File: src/hdl/mcq_pkg.sv
// Shared constants, types and float helpers for the Morton code quantizer.
package mcq_pkg;

	localparam int FLT_W          = 32;
	localparam int EXP_W          = 8;
	localparam int MANT_W         = 24;
	localparam int BIG_W          = MANT_W + 254;
	localparam int CODE_W         = 63;
	localparam int NUM_AXES       = 3;
	localparam int COORD_BITS_DEF = 21;
	localparam int CFG_IDX_W      = 3;

	localparam logic [CFG_IDX_W-1:0] REG_LOWER_X = 3'd0;
	localparam logic [CFG_IDX_W-1:0] REG_LOWER_Y = 3'd1;
	localparam logic [CFG_IDX_W-1:0] REG_LOWER_Z = 3'd2;
	localparam logic [CFG_IDX_W-1:0] REG_UPPER_X = 3'd3;
	localparam logic [CFG_IDX_W-1:0] REG_UPPER_Y = 3'd4;
	localparam logic [CFG_IDX_W-1:0] REG_UPPER_Z = 3'd5;

	localparam logic [FLT_W-1:0] LOWER_RST = 32'h0000_0000;
	localparam logic [FLT_W-1:0] UPPER_RST = 32'h3F80_0000;

	typedef struct packed {
		logic force_zero;
		logic force_max;
	} axis_flags_t;

	function automatic logic f_nan(input logic [FLT_W-1:0] b);
		return (b[30:23] == 8'hFF) && (b[22:0] != 23'd0);
	endfunction

	function automatic logic f_inf(input logic [FLT_W-1:0] b);
		return b[30:0] == 31'h7F80_0000;
	endfunction

	// monotone unsigned order key, both zeros alike
	function automatic logic [FLT_W-1:0] f_key(input logic [FLT_W-1:0] b);
		logic [FLT_W-1:0] v;
		v = (b[30:0] == 31'd0) ? '0 : b;
		return v[31] ? ~v : {1'b1, v[30:0]};
	endfunction

	function automatic logic [EXP_W-1:0] f_expi(input logic [FLT_W-1:0] b);
		return (b[30:23] == 8'd0) ? 8'd1 : b[30:23];
	endfunction

	function automatic logic [MANT_W-1:0] f_mant(input logic [FLT_W-1:0] b);
		return {(b[30:23] != 8'd0), b[22:0]};
	endfunction

endpackage

File: src/hdl/mcq_div_step.sv
// One restoring division step: decide quotient bit K.
module mcq_div_step
	import mcq_pkg::*;
#(
	parameter int COORD_BITS = COORD_BITS_DEF,
	parameter int K          = 0
) (
	input  logic                         clk,
	input  logic                         en,
	input  logic [BIG_W+COORD_BITS-1:0]  rem_in,
	input  logic [BIG_W-1:0]             den_in,
	input  logic [COORD_BITS-1:0]        quo_in,
	input  axis_flags_t                  flags_in,
	output logic [BIG_W+COORD_BITS-1:0]  rem_out,
	output logic [BIG_W-1:0]             den_out,
	output logic [COORD_BITS-1:0]        quo_out,
	output axis_flags_t                  flags_out
);

	localparam int WN = BIG_W + COORD_BITS;

	logic [WN-1:0] trial;
	logic          ge;

	logic [WN-1:0]         rem_s;
	logic [BIG_W-1:0]      den_s;
	logic [COORD_BITS-1:0] quo_s;
	axis_flags_t           fl_s;

	assign trial = {{COORD_BITS{1'b0}}, den_in} << K;
	assign ge    = rem_in >= trial;

	always_ff @(posedge clk) begin
		if (en) begin
			rem_s    <= ge ? (rem_in - trial) : rem_in;
			den_s    <= den_in;
			quo_s    <= quo_in | ({{(COORD_BITS-1){1'b0}}, ge} << K);
			fl_s     <= flags_in;
		end
	end

	assign rem_out   = rem_s;
	assign den_out   = den_s;
	assign quo_out   = quo_s;
	assign flags_out = fl_s;

endmodule

File: config.mk
export PLATFORM = sky130hd
export DESIGN_NAME = mcq_div_step
export DESIGN_NICKNAME = d
export VERILOG_FILES = /design/src/hdl/mcq_pkg.sv /design/src/hdl/mcq_div_step.sv
export SDC_FILE = /design/constraint.sdc
export NUM_CORES = 1
export LEC_CHECK = 0
export BUFFER_PORTS_ARGS = -buffer_cell sky130_fd_sc_hd__buf_2
export CAP_MARGIN = 20
export CORE_AREA = 2 2 465 467
export CTS_CLUSTER_DIAMETER = 30
export DETAILED_ROUTE_END_ITERATION = 16
export DIE_AREA = 0 0 467 469
export PLACE_DENSITY = 0.45
export SYNTH_ARGS = -nofsm -noshare
export SYNTH_HDL_FRONTEND = slang
export SYNTH_SLANG_ARGS = --single-unit
export TNS_END_PERCENT = 10
File: constraint.sdc
create_clock -name clk -period 5.1 [get_ports clk]
set_clock_uncertainty 0.2 [all_clocks]
set_input_delay 1.02 -clock clk [delete_from_list [all_inputs] [get_ports clk]]
set_output_delay 1.02 -clock clk [all_outputs]
set_load 0.01 [all_outputs]
==> impl_metrics.csv, run 1 <==
group,metric,value,unit
outcome,failed_checks,"negative setup slack",
drt,wl_per_cell,25.6,µm
setup_path,crit_start,"den_in[90]",
logic_synthesis,synth.distinct_cells,86,
logic_synthesis,yosysSeqAreaShare,41.1,%
placement,place.port_buffers,1201,
timing,fin_setup_tns,-0.0848,ps
setup_path,startpoint_type,"primary input",
drt,drc,0,
global_route,overflow,0,
clock_network,cts_made_buffers,179,
logic_synthesis,synth_edf_count,600,
setup_path,worst-path-buf-inv,7,
floorplanning,rows,170,
finish,utilization,33.9,%
placement,dp_slack,-1320,ps
timing,setup_violations,1,
finish,nNetsFinal,8915,
timing,whs,156,ps
floorplanning,core_area,0.214,mm²
clock_network,clk_path_buf_depth,3,
logic_synthesis,yosys_most_used_dff,"edfxtp_1",
setup_path,cpPeakStageDelay,400,ps
logic_synthesis,synth_compound_area_share,22.3,%
finish,layout_common_cells,"1689 x buf_4, 1199 x buf_2, 767 x nand2_1",
timing,max_freq,0.196,GHz
flow_run,maxCapViolCount,0,
clock_network,cts_root_buffer,"clkbuf_16",
logic_synthesis,yosys_warnings,0,
logic_synthesis,synth_cells,5151,
min_path,hold_path_class,"primary input to flip-flop",
logic_synthesis,muxShareOfSynthArea,0.228,%
finish,instances_no_fill,11100,
logic_synthesis,synth_fa_ha_area_share,7.98,%
finish,finalInstanceArea,0.0725,mm²
pwr,power.leakage,32.2,nW
timing,setup_slack,-0.0848,ps
drt,antenna_left,0,
global_route,grt_first_pass_wirelength,387,mm
pwr,power,24.9,mW
logic_synthesis,syn_area_per_cell,8.51,µm²
placement,post-dp-hpwl,248,mm
logic_synthesis,synthXorXnorAreaFrac,5.79,%
timing,rsz0062_at_grt,"yes",
clock_network,cts_tree,"yes",
setup_path,worst_path_max_delay_cell,"ha_1",
setup_path,critPathCaptureType,"flip-flop",
finish,synthToLayoutAreaGrowth,65.3,%
pwr,ir_drop,0.426,mV
drt,totalWireLength,283,mm
floorplanning,pin_count,1202,
clock_network,path_clk_slew,50,ps
timing,final_hold_viol_count,0,
logic_synthesis,yosys.area_share.simple,17.3,%
setup_path,worst_path_most_repeated_cell,"buf_4",
placement,placed_cell_area,0.0658,mm²
logic_synthesis,synth_area_leader_cell,"edfxtp_1",
setup_path,cp_max_fo,5,
floorplanning,die_y,469,µm
drt,dr.first_iter.drc_count,3825,
setup_path,path_cells,"buf_2 > inv_1 > ha_1 > nand2_1 > nor2_1 > nand2_1 > nor3_1 > nand3_1 > nor2_2 > buf_4 > o2111ai_1 > buf_4 > a2111oi_2 > buf_4 > o211ai_1 > buf_4 > and2_1 > o41ai_2 > buf_4 > nand4_1 > nand3_2 > xnor2_1",
floorplanning,initial_core_util,20.5,%
setup_path,arrival,5470,ps
setup_path,required,5470,ps
placement,gp_congestion,0.957,
logic_synthesis,synthArstFlopShare,0,%
placement,dp.cells,10700,
timing,max_slew_margin,38.0,%
timing,period_minus_slack,5100,ps
logic_synthesis,synth_top_family_by_area,"compound AO/OA/AOI/OAI gates",
logic_synthesis,synth.top_cells.by_area,"edfxtp_1 41%, ha_1 7.9%, a21oi_1 6.6%",
global_route,track_usage,24.8,%
finish,final_common_cell,"buf_4",
timing,tightest_slew,922,ps
drt,drt-vias-per-instance,4.68,
finish,nFillCells,22800,
outcome,status,"finished with violations",
global_route,grt_max_degree,92,
global_route,antenna_found_initial,83,
setup_path,worstSetupEndpoint,"rem_out[285]",
logic_synthesis,ys_ff_latch,600,
setup_path,path_depth,22,
clock_network,cts-htree-levels,4,
global_route,grt_pass1_vias,51900,
logic_synthesis,synth_top_cell_area_share,41.1,%
floorplanning,fp.dieW,467,µm
timing,drv_slew,0,
setup_path,crit_family,"simple AND/OR/NAND/NOR gates",
floorplanning,die-area,0.219,mm²
finish,drive_gt1_share,40.6,%
setup_path,criticalPathCategory,"primary input to flip-flop",
clock_network,cts.sinks,600,
drt,vias,51700,
timing,finalCritPeriodShare,100,%
pwr,power_density,344,mW/mm²
logic_synthesis,syn_nets,6032,
drt,drt_first_pass_iters,5,
logic_synthesis,netlist_area,0.0438,mm²
repair_timing:
action                                  CTS  global route
hold buffers                              0             0
resized for setup                        28            59
endpoints found under the setup margin   33            66
buffers inserted                          0             4
pin swaps                                 3            17
sequential cells by signal (all words and copies together), names as in the netlist:
name and cells:
flags_out 2, quo_out 21, den_out 278, rem_out 299
how the worst min path moves through the flow:
stage,start,depth (start not counted),slack [ps],endpoint
after floorplan,den_in[0],0,920,den_out[0]
after global placement,quo_in[20],1,1000,quo_out[20]
after detailed placement,quo_in[9],1,1000,quo_out[9]
after CTS,quo_in[9],1,70,quo_out[9]
after global routing,flags_in[0],1,100,flags_out[0]
final,quo_in[9],1,160,quo_out[9]
Yosys cell counts (35+ instances only):
library cell / n
nand4_1: 172
o21a_1: 58
xnor2_1: 168
nand2_1: 767
nor3_1: 97
a21oi_1: 581
ha_1: 278
a21o_1: 89
inv_1: 381
nor4_1: 40
edfxtp_1: 600
xor2_1: 122
o21ai_1: 299
nand3_1: 53
clkbuf_1: 182
o31ai_1: 35
buf_2: 35
o21bai_1: 99
o21ai_0: 309
nor2_1: 394
routing by layer:
layer	global-route usage (%)	routed length [µm]	share of wire, %	up-vias
met5	0	137	0.048	-
met4	7.69	8480	3.0	22
met3	4.99	19200	6.8	358
met2	39.6	127000	45	1932
met1	33.5	128000	45	24900
li1	-	-	-	24500
layout make-up:
type / count / area, µm² / area share, %
clock inverters: 130 / 1550 / 2.14
well taps: 2838 / 3550 / 4.90
clock buffers: 200 / 4560 / 6.29
multi-input cells: 3949 / 23900 / 33.0
inverters: 381 / 1430 / 1.97
diodes: 36 / 90.1 / 0.124
repair buffers: 2923 / 19400 / 26.7
flip-flops and latches: 600 / 18000 / 24.9
cells by family after synthesis:
logic type               count (synthesis)
AND/OR/NAND/NOR                       1693
AO/OA/AOI/OAI                         1678
adder cells (fa/ha/maj)                279
XOR/XNOR                               290
flip-flops                             600
buffers and inverters                  602
multiplexers                             9
power breakdown:
group	switching [mW]	leakage, nW	internal, mW	total [mW]
registers	0.214	5.87	6.22	6.44
logic	4.22	23.4	3.02	7.25
clock network	3.68	2.92	7.53	11.2
total	8.12	32.2	16.8	24.9
(Power assumes the default switching activity.)
==> run 2: changes to the inputs <==
--- a/config.mk
+++ b/config.mk
@@ -5,13 +5,13 @@
 export SDC_FILE = /design/constraint.sdc
 export NUM_CORES = 1
 export LEC_CHECK = 0
-export BUFFER_PORTS_ARGS = -buffer_cell sky130_fd_sc_hd__buf_2
 export CAP_MARGIN = 20
 export CORE_AREA = 2 2 465 467
 export CTS_CLUSTER_DIAMETER = 30
 export DETAILED_ROUTE_END_ITERATION = 16
 export DIE_AREA = 0 0 467 469
-export PLACE_DENSITY = 0.45
+export DONT_BUFFER_PORTS = 1
+export PLACE_DENSITY = 0.4
 export SYNTH_ARGS = -nofsm -noshare
 export SYNTH_HDL_FRONTEND = slang
 export SYNTH_SLANG_ARGS = --single-unit
==> run 2 against run 1 <==
Against the previous run: first-iteration DRC count is essentially flat; sequential cell count did not move; via count fell by 11%; global-route usage shrank 1.3 points; combinational power decreased by 25%; sequential share of layout area increased by 3.0 points; final area is 11% lower; clock power about the same; count of clock-buffer cells in the layout decreased by 12; cell count fell by 13%; critical path depth fell by 4; fmax increased by 0.88%; the flow finishes with violations (max-slew violations).
==> impl_metrics.csv, run 2 (synthesis results as in run 1) <==
group,metric,value,unit
setup_path,critPathCaptureType,"flip-flop",
placement,dp_slack,-1270,ps
timing,rsz0062_at_grt,"yes",
finish,instances_no_fill,9661,
setup_path,required,5460,ps
global_route,overflow,0,
finish,largest_reg_flops,299,
clock_network,cts-htree-levels,4,
timing,final_hold_viol_count,0,
global_route,grt_first_pass_wirelength,364,mm
finish,nFillCells,22900,
pwr,power_frac_seq,30.3,%
outcome,status,"finished with violations",
min_path,hold_start,"den_in[163]",
floorplanning,pin_count,1202,
setup_path,worst_path_max_delay_cell,"a2111oi_4",
timing,max_slew_margin,-68.9,%
global_route,grt_max_degree,601,
drt,drt_first_pass_iters,6,
setup_path,worst-path-buf-inv,3,
min_path,hold_depth,0,
floorplanning,rows,170,
floorplanning,core_area,0.214,mm²
global_route,antenna_found_initial,31,
drt,vias,46300,
drt,drc,0,
placement,dp.cells,9315,
placement,gp_congestion,0.953,
placement,place.port_buffers,0,
placement,post-dp-hpwl,232,mm
flow_run,maxCapViolCount,0,
global_route,grt_pass1_vias,46600,
drt,dr.first_iter.drc_count,3828,
global_route,track_usage,23.5,%
finish,finalInstanceArea,0.0647,mm²
pwr,power_density,363,mW/mm²
clock_network,path_clk_slew,50,ps
timing,tightest_slew,2530,ps
placement,placed_cell_area,0.0584,mm²
pwr,p_sw_share,31.7,%
pwr,ir_drop,0.346,mV
timing,period_minus_slack,5060,ps
finish,nNetsFinal,7532,
timing,setup_slack,44.6,ps
finish,final_common_cell,"buf_4",
floorplanning,die_y,469,µm
finish,drive_gt1_share,28.2,%
pwr,pwr-share-comb,23.1,%
pwr,power_switching,7.44,mW
outcome,failed_checks,"max-slew violations",
drt,antenna_left,0,
setup_path,arrival,5420,ps
min_path,hold_path_class,"primary input to flip-flop",
floorplanning,fp.dieW,467,µm
drt,drt-vias-per-instance,4.79,
timing,drv_slew,480,
setup_path,cp_max_fo,4,
setup_path,criticalPathCategory,"primary input to flip-flop",
clock_network,cts_made_buffers,168,
min_path,hold_end,"den_out[163]",
pwr,power.leakage,26.5,nW
clock_network,cts_root_buffer,"clkbuf_16",
finish,synthToLayoutAreaGrowth,47.5,%
timing,max_freq,0.198,GHz
clock_network,cts_tree,"yes",
clock_network,cts.sinks,600,
floorplanning,initial_core_util,20.5,%
finish,utilization,30.2,%
drt,wl_per_cell,27.8,µm
clock_network,clk_path_buf_depth,3,
setup_path,cpPeakStageDelay,600,ps
timing,finalCritPeriodShare,99.1,%
pwr,intPower,16.0,mW
clock_network,holdBufCountCts,0,
timing,setup_violations,0,
floorplanning,die-area,0.219,mm²
setup_path,startpoint_type,"primary input",
setup_path,path_cells,"inv_1 > ha_1 > nand2_1 > o21ai_0 > a21o_1 > a211oi_1 > o31ai_1 > a31oi_1 > o21a_1 > a2111oi_4 > o211ai_1 > a21oi_1 > buf_4 > nor2_1 > buf_4 > o21ai_0 > xnor2_1 > o21ai_1",
drt,totalWireLength,269,mm
setup_path,crit_family,"compound AO/OA/AOI/OAI gates",
pwr,clkPwrFrac,46.6,%
finish,layout_common_cells,"1530 x buf_4, 766 x nand2_1, 600 x edfxtp_1",
==> run 2: cell types whose count changed in the layout (fill, tap and decap cells not counted), moves of 6 or more <==
| cell | before | now |
|---|---|---|
| clkinv_2 | 35 | 12 |
| buf_2 | 1199 | 0 |
| buf_12 | 33 | 21 |
| clkbuf_16 | 179 | 168 |
| a21oi_1 | 567 | 573 |
| inv_6 | 3 | 11 |
| buf_4 | 1689 | 1530 |
| clkinv_1 | 28 | 19 |
| a21oi_2 | 12 | 6 |
==> run 2: timing repair <==
action	in CTS	in global routing
cloned	0	0
buffers inserted	1	3
setup endpoints to repair	32	55
pin swaps	6	10
resized for setup	21	41
==> run 2: worst max-delay path by stage <==
stage | cells after the start | endpoint | from
5_1_grt | 24 | rem_out[275] | den_in[2]
3_5_place_dp | 22 | rem_out[284] | rem_in[0]
6_report | 18 | rem_out[261] | den_in[71]
4_1_cts | 22 | rem_out[170] | rem_in[0]
2_1_floorplan | 15 | rem_out[289] | den_in[159]
3_3_place_gp | 22 | rem_out[284] | rem_in[0]
==> run 2: layout make-up <==
cell class                 count  area (µm²)  area share, %
tap                         2838        3550           5.49
antenna                       40         100          0.155
timing repair buffer        1551       11900           18.4
sequential                   600       18000           27.9
inverter                     381        1430           2.21
clock inverter               114        1560           2.42
multi-input combinational   3949       23800           36.8
clock buffer                 188        4280           6.62
==> run 2: power groups by stage <==
stage,Sequential [mW],Clock (mW),Combinational [mW]
final,7.11,10.9,5.42
after global routing,7.16,11.4,5.86
after detailed placement,7.19,0,5.32
after floorplan,6.78,0,2.44
after CTS,7.12,11.1,5.37
after global placement,7.21,0,5.33
==> run 2: stage by stage <==
step	hold WS, ps	setup TNS [ps]	power, mW
2_1_floorplan	919	0	9.23
3_3_place_gp	919	-156210	12.5
3_5_place_dp	919	-157950	12.5
4_1_cts	4.68	-79.0	23.6
5_1_grt	26.4	-141	24.4
6_report	87.6	0	23.5
==> run 2: per-layer routing <==
metal | share of wire (%) | GRT usage [%]
met1 | 44 | 30.6
met2 | 46 | 37.8
met3 | 8.1 | 6.61
met4 | 2.4 | 6.64
met5 | 0.029 | 0
